===== config.mk =====
export PLATFORM = sky130hd
export DESIGN_NAME = html_to_text_stripper
export DESIGN_NICKNAME = d
export VERILOG_FILES = /design/src/rtl/core/h2t_pkg.sv /design/src/rtl/core/html_to_text_stripper.sv
export VERILOG_INCLUDE_DIRS = /design/src /design/src/rtl/core
export SDC_FILE = /design/constraint.sdc
export NUM_CORES = 1
export LEC_CHECK = 0
export ABC_CLOCK_PERIOD_IN_PS = 4050
export BUFFER_PORTS_ARGS = -buffer_cell sky130_fd_sc_hd__buf_2
export CELL_PAD_IN_SITES_DETAIL_PLACEMENT = 0
export CELL_PAD_IN_SITES_GLOBAL_PLACEMENT = 1
export CORE_ASPECT_RATIO = 1.75
export CORE_MARGIN = 5
export CORE_UTILIZATION = 30
export CTS_CLUSTER_SIZE = 28
export DETAILED_ROUTE_END_ITERATION = 10
export GPL_TIMING_DRIVEN = 0
export PLACE_DENSITY = 0.62
export SYNTH_ARGS = -nofsm -noshare
export SYNTH_HDL_FRONTEND = slang
export SYNTH_SLANG_ARGS = --single-unit

===== constraint.sdc =====
create_clock -name clk -period 4.05 [get_ports clk]
set_input_delay 0.81 -clock clk [delete_from_list [all_inputs] [get_ports clk]]
set_output_delay 0.81 -clock clk [all_outputs]
set_load 0.01 [all_outputs]

===== src/rtl/core/html_to_text_stripper_assert.svh =====
// Assertion macros for the rich-text stripper core.
// Depends on nothing; expects clk and arst_n in the including scope.
`ifndef HTML_TO_TEXT_STRIPPER_ASSERT_SVH
`define HTML_TO_TEXT_STRIPPER_ASSERT_SVH

// cond must hold in every cycle out of reset
`define H2T_ASSERT_ALWAYS(lbl, cond, msg) \
	lbl: assert property (@(posedge clk) disable iff (!arst_n) (cond)) else $error(msg);

// ante in a cycle implies cons in the same cycle
`define H2T_ASSERT_IMPL(lbl, ante, cons, msg) \
	lbl: assert property (@(posedge clk) disable iff (!arst_n) (ante) |-> (cons)) \
		else $error(msg);

// ante in a cycle implies cons in the next cycle
`define H2T_ASSERT_NEXT(lbl, ante, cons, msg) \
	lbl: assert property (@(posedge clk) disable iff (!arst_n) (ante) |=> (cons)) \
		else $error(msg);

`endif


===== src/rtl/core/h2t_pkg.sv =====
// Shared types and constants of the rich-text stripper.
// No dependencies.
package h2t_pkg;

	localparam int CHAR_BITS = 8;
	localparam int ENT_W     = 4 * CHAR_BITS;

	typedef struct packed {
		logic [7:0] in_char;
		logic       last;
	} src_t;

	typedef struct packed {
		logic [7:0] out_char;
		logic       out_valid;
		logic       end_of_text;
	} res_t;

	// parser mode
	localparam logic [1:0] MODE_PLAIN = 2'd0;
	localparam logic [1:0] MODE_TAG   = 2'd1;
	localparam logic [1:0] MODE_ENT   = 2'd2;

	// tag name match progress
	localparam logic [2:0] TM_EMPTY   = 3'd0;
	localparam logic [2:0] TM_B       = 3'd1;
	localparam logic [2:0] TM_BR      = 3'd2;
	localparam logic [2:0] TM_P       = 3'd3;
	localparam logic [2:0] TM_SLASH   = 3'd4;
	localparam logic [2:0] TM_SLASH_P = 3'd5;
	localparam logic [2:0] TM_NONE    = 3'd7;

	// characters
	localparam logic [7:0] CH_LT    = 8'h3C;
	localparam logic [7:0] CH_GT    = 8'h3E;
	localparam logic [7:0] CH_AMP   = 8'h26;
	localparam logic [7:0] CH_SEMI  = 8'h3B;
	localparam logic [7:0] CH_SPACE = 8'h20;
	localparam logic [7:0] CH_LF    = 8'h0A;
	localparam logic [7:0] CH_TAB   = 8'h09;
	localparam logic [7:0] CH_CR    = 8'h0D;
	localparam logic [7:0] CH_NEL   = 8'h85;
	localparam logic [7:0] CH_NBSP  = 8'hA0;
	localparam logic [7:0] CH_QUOT  = 8'h22;
	localparam logic [7:0] CH_APOS  = 8'h27;
	localparam logic [7:0] CH_B     = 8'h62;
	localparam logic [7:0] CH_R     = 8'h72;
	localparam logic [7:0] CH_P     = 8'h70;
	localparam logic [7:0] CH_SLASH = 8'h2F;

	// entity names packed as they sit in the entity buffer
	localparam logic [ENT_W-1:0] ENT_AMP = ENT_W'({CHAR_BITS'(8'h61), CHAR_BITS'(8'h6D),
		CHAR_BITS'(8'h70)});
	localparam logic [ENT_W-1:0] ENT_LT = ENT_W'({CHAR_BITS'(8'h6C), CHAR_BITS'(8'h74)});
	localparam logic [ENT_W-1:0] ENT_GT = ENT_W'({CHAR_BITS'(8'h67), CHAR_BITS'(8'h74)});
	localparam logic [ENT_W-1:0] ENT_QUOT = ENT_W'({CHAR_BITS'(8'h71), CHAR_BITS'(8'h75),
		CHAR_BITS'(8'h6F), CHAR_BITS'(8'h74)});
	localparam logic [ENT_W-1:0] ENT_APOS = ENT_W'({CHAR_BITS'(8'h61), CHAR_BITS'(8'h70),
		CHAR_BITS'(8'h6F), CHAR_BITS'(8'h73)});

endpackage


===== src/rtl/core/html_to_text_stripper.sv =====
// Rich-text to plain-text stripper core: input register, parser logic, result register.
// Depends on h2t_pkg and html_to_text_stripper_assert.svh.

// Takes one Latin-1 character per transaction on the src channel and returns exactly one
// result transaction per character on the res channel, carrying at most one plain-text
// character (out_valid tells whether out_char holds one) and end_of_text copied from last.
// Tags are swallowed (br gives a newline, p and /p give one once text has been emitted),
// the entities amp, lt, gt, quot and apos are decoded, whitespace is collapsed and LF is
// dropped. A character is accepted every cycle unless the result register stalls; res
// valid rises once it has passed the input register into the result register. Throughput
// is set by the parser state loop, from the parser state registers through the parser
// logic. After a character with last set all parser state returns to its reset values.
module html_to_text_stripper
	import h2t_pkg::*;
(
	input  logic clk,
	input  logic arst_n,
	input  logic src_valid,
	output logic src_ready,
	input  src_t src_data,
	output logic res_valid,
	input  logic res_ready,
	output res_t res_data
);

	// pipeline registers
	logic valid_s1;
	src_t data_s1;
	logic valid_s2;
	res_t data_s2;

	// parser state
	logic [1:0]       mode_q;
	logic [2:0]       tag_match_q;
	logic             tag_done_q;
	logic [ENT_W-1:0] ent_buf_q;
	logic [2:0]       ent_len_q;
	logic             ent_long_q;
	logic             emitted_q;
	logic             last_space_q;

	logic advance_s2;
	logic advance_s1;

	// next state and result
	logic [1:0]       mode_d;
	logic [2:0]       tag_match_d;
	logic             tag_done_d;
	logic [ENT_W-1:0] ent_buf_d;
	logic [2:0]       ent_len_d;
	logic             ent_long_d;
	logic             emitted_d;
	logic             last_space_d;
	logic             oc_valid;
	logic [7:0]       oc;
	logic             clear_markup;
	logic [7:0]       c;
	logic             is_ws;
	logic             text_idle;

	assign advance_s2 = !valid_s2 || res_ready;
	assign advance_s1 = valid_s1 && advance_s2;
	assign src_ready  = !valid_s1 || advance_s2;

	assign res_valid = valid_s2;
	assign res_data  = data_s2;

	assign c     = data_s1.in_char;
	assign is_ws = (c >= CH_TAB && c <= CH_CR) || c == CH_SPACE || c == CH_NEL;

	function automatic logic [2:0] tag_advance(input logic [2:0] m, input logic [7:0] ch);
		logic [2:0] r;
		r = TM_NONE;
		unique case (m)
			TM_EMPTY: begin
				if (ch == CH_B)
					r = TM_B;
				else if (ch == CH_P)
					r = TM_P;
				else if (ch == CH_SLASH)
					r = TM_SLASH;
			end
			TM_B:     if (ch == CH_R) r = TM_BR;
			TM_SLASH: if (ch == CH_P) r = TM_SLASH_P;
			default:  r = TM_NONE;
		endcase
		return r;
	endfunction

	always_comb begin
		mode_d       = mode_q;
		tag_match_d  = tag_match_q;
		tag_done_d   = tag_done_q;
		ent_buf_d    = ent_buf_q;
		ent_len_d    = ent_len_q;
		ent_long_d   = ent_long_q;
		oc_valid     = 1'b0;
		oc           = 8'h00;
		clear_markup = 1'b0;

		unique case (mode_q)
			MODE_TAG: begin
				if (c == CH_GT) begin
					// tag closes: newline for br, for p and /p only after some text
					if (tag_match_q == TM_BR) begin
						oc_valid = 1'b1;
						oc       = CH_LF;
					end else if ((tag_match_q == TM_P || tag_match_q == TM_SLASH_P)
							&& emitted_q) begin
						oc_valid = 1'b1;
						oc       = CH_LF;
					end
					clear_markup = 1'b1;
				end else if (!tag_done_q) begin
					if (c == CH_SPACE)
						tag_done_d = 1'b1;
					else
						tag_match_d = tag_advance(tag_match_q, c);
				end
			end
			MODE_ENT: begin
				if (c == CH_SEMI) begin
					if (!ent_long_q) begin
						if (ent_len_q == 3'd3 && ent_buf_q == ENT_AMP) begin
							oc_valid = 1'b1;
							oc       = CH_AMP;
						end else if (ent_len_q == 3'd2 && ent_buf_q == ENT_LT) begin
							oc_valid = 1'b1;
							oc       = CH_LT;
						end else if (ent_len_q == 3'd2 && ent_buf_q == ENT_GT) begin
							oc_valid = 1'b1;
							oc       = CH_GT;
						end else if (ent_len_q == 3'd4 && ent_buf_q == ENT_QUOT) begin
							oc_valid = 1'b1;
							oc       = CH_QUOT;
						end else if (ent_len_q == 3'd4 && ent_buf_q == ENT_APOS) begin
							oc_valid = 1'b1;
							oc       = CH_APOS;
						end
					end
					clear_markup = 1'b1;
				end else begin
					ent_buf_d = {ent_buf_q[ENT_W-CHAR_BITS-1:0], CHAR_BITS'(c)};
					if (ent_len_q < 3'd4)
						ent_len_d = ent_len_q + 3'd1;
					else
						ent_long_d = 1'b1;
				end
			end
			default: begin
				// plain text; the unused mode code lands here too
				if (c == CH_LT) begin
					clear_markup = 1'b1;
				end else if (c == CH_AMP) begin
					clear_markup = 1'b1;
				end else if (c == CH_NBSP) begin
					oc_valid = 1'b1;
					oc       = CH_SPACE;
				end else if (c == CH_LF) begin
					oc_valid = 1'b0;
				end else if (is_ws) begin
					if (!last_space_q) begin
						oc_valid = 1'b1;
						oc       = CH_SPACE;
					end
				end else begin
					oc_valid = 1'b1;
					oc       = c;
				end
			end
		endcase

		if (clear_markup) begin
			tag_match_d = TM_EMPTY;
			tag_done_d  = 1'b0;
			ent_buf_d   = '0;
			ent_len_d   = 3'd0;
			ent_long_d  = 1'b0;
			if (mode_q == MODE_TAG || mode_q == MODE_ENT)
				mode_d = MODE_PLAIN;
			else if (c == CH_LT)
				mode_d = MODE_TAG;
			else
				mode_d = MODE_ENT;
		end

		emitted_d    = emitted_q || oc_valid;
		last_space_d = oc_valid ? (oc == CH_SPACE) : last_space_q;
	end

	// input register
	always_ff @(posedge clk or negedge arst_n) begin
		if (!arst_n) begin
			valid_s1 <= 1'b0;
		end else if (src_ready) begin
			valid_s1 <= src_valid;
		end
	end

	always_ff @(posedge clk) begin
		if (src_ready && src_valid)
			data_s1 <= src_data;
	end

	// result register
	always_ff @(posedge clk or negedge arst_n) begin
		if (!arst_n) begin
			valid_s2 <= 1'b0;
		end else if (advance_s2) begin
			valid_s2 <= valid_s1;
		end
	end

	always_ff @(posedge clk) begin
		if (advance_s1) begin
			data_s2.out_char    <= oc_valid ? oc : 8'h00;
			data_s2.out_valid   <= oc_valid;
			data_s2.end_of_text <= data_s1.last;
		end
	end

	// parser state, committed as a transaction moves into the result register
	always_ff @(posedge clk or negedge arst_n) begin
		if (!arst_n) begin
			mode_q       <= MODE_PLAIN;
			tag_match_q  <= TM_EMPTY;
			tag_done_q   <= 1'b0;
			ent_buf_q    <= '0;
			ent_len_q    <= 3'd0;
			ent_long_q   <= 1'b0;
			emitted_q    <= 1'b0;
			last_space_q <= 1'b0;
		end else if (advance_s1) begin
			if (data_s1.last) begin
				mode_q       <= MODE_PLAIN;
				tag_match_q  <= TM_EMPTY;
				tag_done_q   <= 1'b0;
				ent_buf_q    <= '0;
				ent_len_q    <= 3'd0;
				ent_long_q   <= 1'b0;
				emitted_q    <= 1'b0;
				last_space_q <= 1'b0;
			end else begin
				mode_q       <= mode_d;
				tag_match_q  <= tag_match_d;
				tag_done_q   <= tag_done_d;
				ent_buf_q    <= ent_buf_d;
				ent_len_q    <= ent_len_d;
				ent_long_q   <= ent_long_d;
				emitted_q    <= emitted_d;
				last_space_q <= last_space_d;
			end
		end
	end

	// parser sits at the start of a fresh text
	assign text_idle = mode_q == MODE_PLAIN && !emitted_q && !last_space_q && ent_len_q == 3'd0;

`include "html_to_text_stripper_assert.svh"

	`H2T_ASSERT_NEXT(a_last_clears, advance_s1 && data_s1.last, text_idle, "state kept past last")
	`H2T_ASSERT_IMPL(a_ent_idle, mode_q != MODE_ENT, ent_len_q == 3'd0 && !ent_long_q, "entity left over")
	`H2T_ASSERT_IMPL(a_space_emitted, last_space_q, emitted_q, "space flag with nothing emitted")
	`H2T_ASSERT_IMPL(a_long_sat, ent_long_q, ent_len_q == 3'd4, "overlong entity, length not saturated")

endmodule


# Yosys cells after proc, flatten, opt, wreduce, memory -nomap -nowiden
# Cells that the tools add are included.
# totals
in_bits,13
register_bits,65
out_inout_bits,12
# classes
n_reduce_logical,31
muxes,78
n_eq_ne,33
addsub,1
order_cmp,3
# op_table
op,count
2-to-1 mux 32 bit,4
"== test 32 x 15 -> 1 bit, second input constant",2
"== test 32 x 31 -> 1 bit, second input constant",2
"== test 8 x 6 -> 1 bit, second input constant",7
2-to-1 mux 6 bit,8
2-to-1 mux 3 bit,14
2-to-1 mux 8 bit,5
2-to-1 mux 1 bit,34
"== test 32 x 23 -> 1 bit, second input constant",1
"== test 8 x 7 -> 1 bit, second input constant",3
"== test 8 bit, second input constant",2
case mux 8 bit (2 select lines),1
"== test 3 x 2 -> 1 bit, second input constant",4
2-to-1 mux 2 bit,6
2-to-1 mux 4 bit,3
"!= test 3 bit, second input constant",4
"== test 3 bit, second input constant",3
logical AND 1 bit,9
case mux 3 bit (3 select lines),1
nonzero test 3 bit,3
"== test 8 x 4 -> 1 bit, second input constant",1
"greater-or-equal comparator 8 x 4 -> 1 bit, second input constant",1
"less-or-equal comparator 8 x 4 -> 1 bit, second input constant",1
AND reduction 4 bit,2
14 further kinds,25

# Longest topological paths before layout
# Gate-level depths: netlist of the first run.
# logic_depth
word_depth,13
mapped_depth,10
depth_no_buf,9

# Worst setup path after synthesis of the first run
# No wires, ideal clock.
# synth_path
path_kind,register to register
from,reg data_s1 (netlist bit c[7])
to,reg ent_buf_q[6]
path_buffers,2
required_ns,3.929
slack_ns,1.681
arrival_ns,2.248
path_stages_with_launch,9
synth_period_minus_slack_ns,2.369
path_cell_list,edfxtp_1 -> buf_6 -> or3b_4 -> or4_1 -> and3_4 -> o21bai_4 -> a21oi_2 -> buf_6 -> a22o_1
# synth_between
elab_chain_len,6
elab_cells_between_ends,14
classes_between,5 x eq/ne; 7 x mux; 2 x reduce/logical
# synth_lines
element,line,rtl
start: declaration,html_to_text_stripper.sv:28,src_t data_s1;
start signal: assignment,html_to_text_stripper.sv:202,data_s1 <= src_data;
== test 8 x 6 -> 1 bit,html_to_text_stripper.sv:154,end else if (c == CH_AMP) begin
2-to-1 mux 1 bit,html_to_text_stripper.sv:154,
2-to-1 mux 1 bit,html_to_text_stripper.sv:152,if (c == CH_LT) begin
case mux 1 bit (2 select lines),html_to_text_stripper.sv:101,unique case (mode_q)
!= test 3 bit (no line) (tied with other cells),-,
AND reduction 3 bit (no line) / 2-to-1 mux 32 bit (equally long branches),-,
end signal: assignment,html_to_text_stripper.sv:247,ent_buf_q <= ent_buf_d;
end: declaration,html_to_text_stripper.sv:36,logic [ENT_W-1:0] ent_buf_q;
# Several ways; a longest one is shown, not always the timed one.
# A chain may end at the register's enable or synchronous reset.

# Worst setup path after layout of the first run
# layout_path
from,reg ent_buf_q[25]
to,reg last_space_q
# layout_between
elab_cells_between_ends,31
classes_between,6 x eq/ne; 18 x mux; 7 x reduce/logical
# layout_rtl
element,line,rtl
== test 32 x 31 -> 1 bit,html_to_text_stripper.sv:136,end else if (ent_len_q == 3'd4 && ent_buf_q == ENT_APOS) begin
logical AND 1 bit,html_to_text_stripper.sv:136,
2-to-1 mux 1 bit,html_to_text_stripper.sv:136,
2-to-1 mux 1 bit,html_to_text_stripper.sv:133,end else if (ent_len_q == 3'd4 && ent_buf_q == ENT_QUOT) begin
2-to-1 mux 1 bit,html_to_text_stripper.sv:130,end else if (ent_len_q == 3'd2 && ent_buf_q == ENT_GT) begin
2-to-1 mux 1 bit,html_to_text_stripper.sv:127,end else if (ent_len_q == 3'd2 && ent_buf_q == ENT_LT) begin
2-to-1 mux 1 bit *,html_to_text_stripper.sv:124,if (ent_len_q == 3'd3 && ent_buf_q == ENT_AMP) begin
2-to-1 mux 1 bit *,html_to_text_stripper.sv:123,if (!ent_long_q) begin
2-to-1 mux 1 bit *,html_to_text_stripper.sv:122,if (c == CH_SEMI) begin
case mux 1 bit (2 select lines) *,html_to_text_stripper.sv:101,
named net oc_valid,html_to_text_stripper.sv:54,logic oc_valid;
nonzero test 2 bit (no line) *,-,
AND reduction 2 bit (no line) *,-,
end signal: assignment,html_to_text_stripper.sv:251,last_space_q <= last_space_d;
end: declaration,html_to_text_stripper.sv:40,logic last_space_q;
# Mark *: on every way through the listed nets, which the timed path passes. The rest lies on a longest branch. The select of a mux whose other input is x is not followed.

==> results of run 1 <==
-- cell families after synthesis --
logic type,share of synthesized area (%)
AO/OA/AOI/OAI,17.31
adder cells (fa/ha/maj),2.344
flip-flops,53.75
AND/OR/NAND/NOR,21.84
buffers and inverters,4.765
-- routing by layer --
metal  track usage, %  up-vias  part of all wire (%)  routed length (microns)
li1                 -     1159                     -                        -
met1            14.99     1181                    38                     3074
met2            25.45       39                    57                     4587
met3            3.311       12                   2.7                      218
met4            6.354        0                   2.6                      212
met5                0        -                     0                        0
-- cells in the final DEF (no fill, tap or decap), types with 7 or more instances in the layout --
master,netlist,layout
sky130_fd_sc_hd__dfrtp_1,46,46
sky130_fd_sc_hd__a22o_1,35,35
sky130_fd_sc_hd__buf_2,5,29
sky130_fd_sc_hd__edfxtp_1,19,19
sky130_fd_sc_hd__nand2_1,17,17
sky130_fd_sc_hd__inv_1,15,15
sky130_fd_sc_hd__nor2_1,14,14
sky130_fd_sc_hd__nand2b_1,9,9
sky130_fd_sc_hd__nor4_1,9,9
sky130_fd_sc_hd__nand4_1,9,9
sky130_fd_sc_hd__clkbuf_16,0,9
sky130_fd_sc_hd__o21ai_0,8,8
sky130_fd_sc_hd__nand3b_1,7,7
-- layout make-up --
cell class,instances,area [sq um],area share (%)
plain buffers,15,96.34,2.559
clock buffers,9,225.2,5.982
clock inverters,7,53.80,1.429
inverters,15,56.30,1.496
multi-input cells,187,1329,35.29
flip-flops and latches,65,1722,45.73
well taps,130,162.7,4.320
repair buffers,24,120.1,3.190
-- power by group through the flow --
stage	Sequential [mW]	Combinational, mW	Clock (mW)
final	0.791	0.347	0.719
after floorplan	0.798	0.236	0
after CTS	0.792	0.353	0.739
after global placement	0.801	0.349	0
after global routing	0.800	0.389	0.767
after detailed placement	0.804	0.350	0
-- critical path, delay by kind of cell, from the launching register on --
family             cells  cell delay, ns
AOI/OAI and AO/OA      3            1.02
DFF                    1            0.38
and+or+nand+nor        3            1.36
-- through the flow --
step | setup WS, ns | total power, mW | hold WS (ns)
after floorplan | 1.681 | 1.034 | 0.4490
after global placement | 1.291 | 1.150 | 0.4694
after detailed placement | 1.203 | 1.155 | 0.4868
after CTS | 1.170 | 1.884 | 0.5013
after global routing | 0.9772 | 1.956 | 0.5194
final | 1.183 | 1.858 | 0.5016
-- flip-flops by register name, indices dropped and copies added, names as in the netlist --
signal,flops
ent_buf_q,32
res_data,10
c,8
ent_len_q,3
tag_match_q,3
mode_q,2
data_s1,1
emitted_q,1
ent_long_q,1
last_space_q,1
res_valid,1
tag_done_q,1
valid_s1,1
-- how the worst max path moves through the flow --
stage          slack, ns                  endpoint                       from
6_report            1.18  last_space_q$_DFFE_PN0P_  ent_buf_q[25]$_DFFE_PN0P_
5_1_grt             0.98  last_space_q$_DFFE_PN0P_             c[2]$_DFFE_PP_
4_1_cts             1.17  last_space_q$_DFFE_PN0P_  ent_buf_q[25]$_DFFE_PN0P_
3_5_place_dp        1.20  last_space_q$_DFFE_PN0P_  ent_buf_q[25]$_DFFE_PN0P_
3_3_place_gp        1.29  last_space_q$_DFFE_PN0P_  ent_buf_q[25]$_DFFE_PN0P_
2_1_floorplan       1.68  ent_buf_q[6]$_DFFE_PN0P_             c[7]$_DFFE_PP_
==> metrics.yaml, run 1 <==
global_route:
  grt_pass1_vias: 2539
  global_route.usage.total_pct: 14.06
  global_route_wire_length_before_repair_microns: 13430
  global_route.overflow_total: 0
  grt_antenna_before_repair: 0
  grt_max_degree: 47
sta:
  clock_skew_ns: 0.006581
  post-route-period-util_pct: 70.79
  max_freq_ghz: 0.3488
  finalCriticalPeriod_ns: 2.867
  worst_slew_margin_rel_pct: 29.16
  finalSetupViolations: 0
  totalNegativeSetupSlack_ns: 0
  worstMarginPinSlew_ns: 1.063
  final_max_slew_viol_count: 0
  final-hold-violation-count: 0
  rsz0062_at_grt: "false"
setup_path:
  worstSetupPathType: "reg2reg"
  critical_path.cell_chain: "or4_1 > or3_1 > a2111oi_0 > or4b_4 > o21ai_1 > a32o_1"
  rr_worst_depth: 6
  worstPathMaxFanout: 3
  critical_path.endpoint_type: "register"
  worstSetupStartpointType: "register"
  critical_path.reg2reg.endpoint: "last_space_q$_DFFE_PN0P_"
  reg2reg_slack_ns: 1.18
  critical_path.max_stage_delay_ns: 0.74
  crit_path_top_delay_cell: "sky130_fd_sc_hd__a2111oi_0"
  timing.rr.start: "ent_buf_q[25]$_DFFE_PN0P_"
  arrival_time_of_the_worst_setup_path_ns: 3.09
  cp.required_ns: 4.27
detailed_routing:
  post-route-drc-count: 0
  via_per_inst: 5.290
  antenna_left: 0
  wire_per_inst_microns: 17.90
  drtPass1Iterations: 4
  vias: 2391
  drt_wl_total_microns: 8092
  first_iter_violations: 153
power_and_ir_drop:
  pwr-share-clk_pct: 38.7
  combinationalPowerShare_pct: 18.7
  p_seq_share_pct: 42.6
  peakVddDrop_mv: 0.2734
  pwr_density_cell_nw_per_um2: 493.5
  cellInternalPower_mw: 1.300
  power.switching_mw: 0.5577
  cellLeakagePower_nw: 1.571
  power.share.switching_pct: 30.02
floorplanning:
  die_h_microns: 146.7
  start_util_pct: 30.30
  core.rowCount: 50
  io_pins: 25
  die_w_microns: 88.11
  dieArea_sq_um: 12920
  coreArea_sq_um: 10570
min_path:
  cell_depth_of_the_worst_min_delay_path: 1
  hold_path_startpoint: "valid_s1$_DFFE_PN0N_"
  worst_hold_path_endpoint: "res_valid$_DFFE_PN0P_"
  hold_class: "reg2reg"
finish:
  num-nets-final: 336
  stdcell_count: 452
  final_layout_size_suffix_gt1_share_pct: 19.25
  layout_cell_area_excl_fill_sq_um: 3765
  fillerInstances: 1052
  area.growth.synth_to_final_pct: 17.54
  fin_util_pct: 35.61
  antenna_cells_inserted: 0
place:
  detailedPlacementHpwl_microns: 6128
  post_dp_cell_area_sq_um: 3486
  place.port_buffers: 24
  numPlacedInstances: 436
  gpl.final_weighted_congestion: 0.7591
logic_synthesis:
  yosys-top-cells-area: "sky130_fd_sc_hd__dfrtp_1, sky130_fd_sc_hd__edfxtp_1, sky130_fd_sc_hd__a22o_1"
  async_reset_ff_share_pct: 70.77
  synth-edff-count: 19
  synthesis.area_sq_um: 3203
  postSynth.topFlopCell: "sky130_fd_sc_hd__dfrtp_1"
  postSynthNetCount: 301
  synth-seq-cells: 65
  synth.yosys.warnings: 0
  postSynthAreaPerCell_sq_um: 11.36
  synth.lib_cells_used.distinct: 51
  netlist_top_cells_count: "sky130_fd_sc_hd__dfrtp_1, sky130_fd_sc_hd__a22o_1, sky130_fd_sc_hd__edfxtp_1"
  synth_top_area_share_pct: 35.94
  netlist_instances: 282
  synth_sequential_area_ratio_pct: 53.75
  synth.most_common_cell: "sky130_fd_sc_hd__dfrtp_1"
  synth_top_area_cell: "sky130_fd_sc_hd__dfrtp_1"
job:
  max-cap-violations: 0
outcome:
  status: "complete, no violations"
cts:
  tritoncts: "yes"
  holdBufCountCts: 0
  cts_num_sinks: 65
  worst_skew_pair.late_latency_ns: 0.34
  post_cts_repair_setup_buffers: 0
  cts.htree.levels: 3
  clk_path_buf_depth: 2
  cts-root-buf: "sky130_fd_sc_hd__clkbuf_16"
  tritoncts.num_buffers: 9
  post_cts_resize_count: 0
  cts.clk_slew.worst_paths_ns: 0.06
No activity file was read; power rests on OpenSTA's default activity.
==> inputs of run 2 (changes only) <==
Settings changed: ABC_CLOCK_PERIOD_IN_PS 4050 to 2400, PLACE_DENSITY 0.62 to 0.64.
Clock period 4.05 ns to 2.4 ns, I/O delays scaled along.
==> run 2 against run 1 <==
  * The run now ends with negative setup slack left
  * Via count rose by 5.4%
  * Final area rose by 11%
  * Worst hold slack got worse by 0.18 ns
  * Core utilization rose by 3.9 points
  * First-iteration DRC count fell by 2.0%
  * Count of clock-buffer cells in the layout rose by 4
  * Clock skew rose by 0.0010 ns
  * Total power rose by 84%
  * Die area did not move
  * Non-clock buffer count rose by 19
  * Combinational power rose by 130%
  * Register-to-register slack got worse by 1.3 ns
  * Critical endpoint is now ent_buf_q[12]$_DFFE_PN0P_
  * Highest routed layer unchanged
==> metrics.yaml, run 2 (synthesis gave the netlist of run 1 again) <==
outcome:
  status: "complete, but fails checks"  # was complete, no violations
  violations: "negative setup slack"
finish:
  most-common-layout-cells: "sky130_fd_sc_hd__dfrtp_1, sky130_fd_sc_hd__a22o_1, sky130_fd_sc_hd__buf_2"  # unchanged
  num-nets-final: 355  # was 336
  layout_cell_area_excl_fill_sq_um: 4182  # was 3765 sq um
  area.growth.synth_to_final_pct: 30.55  # was 17.54%
  regMostFlops: "ent_buf_q"  # unchanged
  stdcell_count: 471  # was 452
  final_layout_size_suffix_gt1_share_pct: 30.50  # was 19.25%
  fin_util_pct: 39.55  # was 35.61%
  antenna_cells_inserted: 0  # unchanged
  largest_reg_flops: 32  # unchanged
  mostFrequentLayoutCell: "sky130_fd_sc_hd__dfrtp_1"  # unchanged
floorplanning:
  coreArea_sq_um: 10570  # unchanged
  dieArea_sq_um: 12920  # unchanged
  io_pins: 25  # unchanged
  die_h_microns: 146.7  # unchanged
  die_w_microns: 88.11  # unchanged
  core.rowCount: 50  # unchanged
  start_util_pct: 30.30  # unchanged
setup_path:
  arrival_time_of_the_worst_setup_path_ns: 2.74  # was 3.09 ns
  worstSetupStartpointType: "register"  # unchanged
  crit_path_leading_delay_family: "simple AND/OR/NAND/NOR gates"  # unchanged
  reg2reg_slack_ns: -0.12  # was 1.18 ns
  critical_path.cell_chain: "or3b_4 > or4_4 > and3_4 > o21bai_4 > buf_12 > a21oi_4 > buf_6 > a22o_1"  # was or4_1 > or3_1 > a2111oi_0 > or4b_4 > o21ai_1 > a32o_1
  critical_path.max_stage_delay_ns: 0.53  # was 0.74 ns
  worstSetupPathType: "reg2reg"  # unchanged
  cp.required_ns: 2.62  # was 4.27 ns
  critical_path.endpoint_type: "register"  # unchanged
  count_of_buffering_cells_on_the_critical_path_with_inverters_included: 2  # was 0
  worstPathMaxFanout: 7  # was 3
  crit_path_top_delay_cell: "sky130_fd_sc_hd__or4_4"  # was sky130_fd_sc_hd__a2111oi_0
power_and_ir_drop:
  peakVddDrop_mv: 0.3962  # was 0.2734 mV
  pwr_density_cell_nw_per_um2: 815.3  # was 493.5 nW/um^2
  cellLeakagePower_nw: 1.760  # was 1.571 nW
sta:
  final_max_slew_viol_count: 0  # unchanged
  finalCriticalPeriod_ns: 2.517  # was 2.867 ns
  clock_skew_ns: 0.007598  # was 0.006581 ns
  max_freq_ghz: 0.3973  # was 0.3488 GHz
  final-hold-violation-count: 0  # unchanged
  worstMarginPinSlew_ns: 1.042  # was 1.063 ns
  post-route-period-util_pct: 104.9  # was 70.79%
  timing.final.ws_setup_ns: -0.1169  # was 1.183 ns
  worst_slew_margin_rel_pct: 30.54  # was 29.16%
  totalNegativeSetupSlack_ns: -3.207  # was 0 ns
  rsz0062_at_grt: "true"  # was false
  finalSetupViolations: 39  # was 0
detailed_routing:
  wire_per_inst_microns: 17.95  # was 17.90 microns
  drtPass1Iterations: 4  # unchanged
  drt_wl_total_microns: 8453  # was 8092 microns
  vias: 2519  # was 2391
  met3WireLength_microns: 210  # was 218 microns
  maxUsedRoutingLayer: "met4"  # unchanged
  via_per_inst: 5.348  # was 5.290
  first_iter_violations: 150  # was 153
  met1Wirelength_microns: 3084  # was 3074 microns
  antenna_left: 0  # unchanged
  detailroute.wirelength.met2_microns: 4841  # was 4587 microns
  post-route-drc-count: 0  # unchanged
cts:
  worst_skew_pair.late_latency_ns: 0.33  # was 0.34 ns
  clk_path_buf_depth: 2  # unchanged
  cts_num_sinks: 65  # unchanged
  tritoncts.num_buffers: 9  # unchanged
  cts.htree.levels: 3  # unchanged
  cts.clk_slew.worst_paths_ns: 0.05  # was 0.06 ns
  cts-root-buf: "sky130_fd_sc_hd__clkbuf_16"  # unchanged
  tritoncts: "yes"  # unchanged
place:
  detailedPlacementHpwl_microns: 5956  # was 6128 microns
  dp_worst_setup_slack_ns: -0.3808  # was 1.203 ns
  place.port_buffers: 24  # unchanged
  post_dp_cell_area_sq_um: 3486  # unchanged
  gpl.final_weighted_congestion: 0.7663  # was 0.7591
  numPlacedInstances: 436  # unchanged
global_route:
  grt_pass1_vias: 2601  # was 2539
  global_route_wire_length_before_repair_microns: 13520  # was 13430 microns
  global_route.usage.total_pct: 13.96  # was 14.06%
  grt_max_degree: 47  # unchanged
  grt_antenna_before_repair: 0  # unchanged
  global_route.overflow_total: 0  # unchanged
job:
  max-cap-violations: 0  # unchanged
min_path:
  hold_class: "in2reg"  # was reg2reg
run 2: cell types whose count changed in the layout (fill, tap and decap cells not counted), moves of 3 or more:
cell,before,now
sky130_fd_sc_hd__buf_6,4,13
sky130_fd_sc_hd__buf_4,1,14
sky130_fd_sc_hd__o21ai_0,8,5
sky130_fd_sc_hd__clkbuf_1,4,1
sky130_fd_sc_hd__o21ai_1,1,4
run 2: final timing paths:
path	end	start	depth (start not counted)
min reg2reg	res_valid$_DFFE_PN0P_	valid_s1$_DFFE_PN0N_	1
min in group asynchronous	ent_buf_q[20]$_DFFE_PN0P_	arst_n	1
max	ent_buf_q[12]$_DFFE_PN0P_	c[0]$_DFFE_PP_	8
min	data_s1[0]$_DFFE_PP_	src_data[0]	1
max reg2reg	ent_buf_q[12]$_DFFE_PN0P_	c[0]$_DFFE_PP_	8
max in group asynchronous	ent_len_q[0]$_DFFE_PN0P_	arst_n	1
run 2: cell type report:
cell class,instances,area [sq um]
clock inverters,3,20.02
repair buffers,46,327.8
fillers,1018,6391
multi-input cells,187,1515
clock buffers,13,281.5
inverters,15,56.30
plain buffers,12,96.34
flip-flops and latches,65,1722
well taps,130,162.7
run 2: power breakdown:
part	switching [mW]	internal (mW)	total (mW)
clock	0.461	0.818	1.28
combinational	0.422	0.367	0.789
sequential	0.0822	1.26	1.34
total	0.965	2.44	3.41
run 2: layer usage:
layer	vias up	global-route usage (%)
li1	1189	-
met1	1261	14.25
met4	0	8.850
met2	49	24.77
met5	-	0
met3	20	3.143
run 2: per-stage QoR:
stage	hold WS, ns	power [mW]
5_1_grt	0.3080	3.567
2_1_floorplan	0.1844	1.745
4_1_cts	0.3081	3.382
3_5_place_dp	0.4692	1.948
3_3_place_gp	0.4612	1.939
6_report	0.3211	3.409
run 2: worst register-to-register path: cells and delay by family, from the launching register on:
family	cells	cell delay, ns
simple gates	3	1.17
compound gates	3	0.48
flops	1	0.44
buf+inv	2	0.32
run 2: timing repair:
| action | 4_1_cts | 5_1_grt |
|---|---|---|
| hold buffers | 0 | 0 |
| gates resized for setup | 35 | 26 |
| buffers inserted | 14 | 5 |
| cloned | 2 | 1 |
| pin swaps | 12 | 38 |
| endpoints found under the setup margin | 43 | 45 |
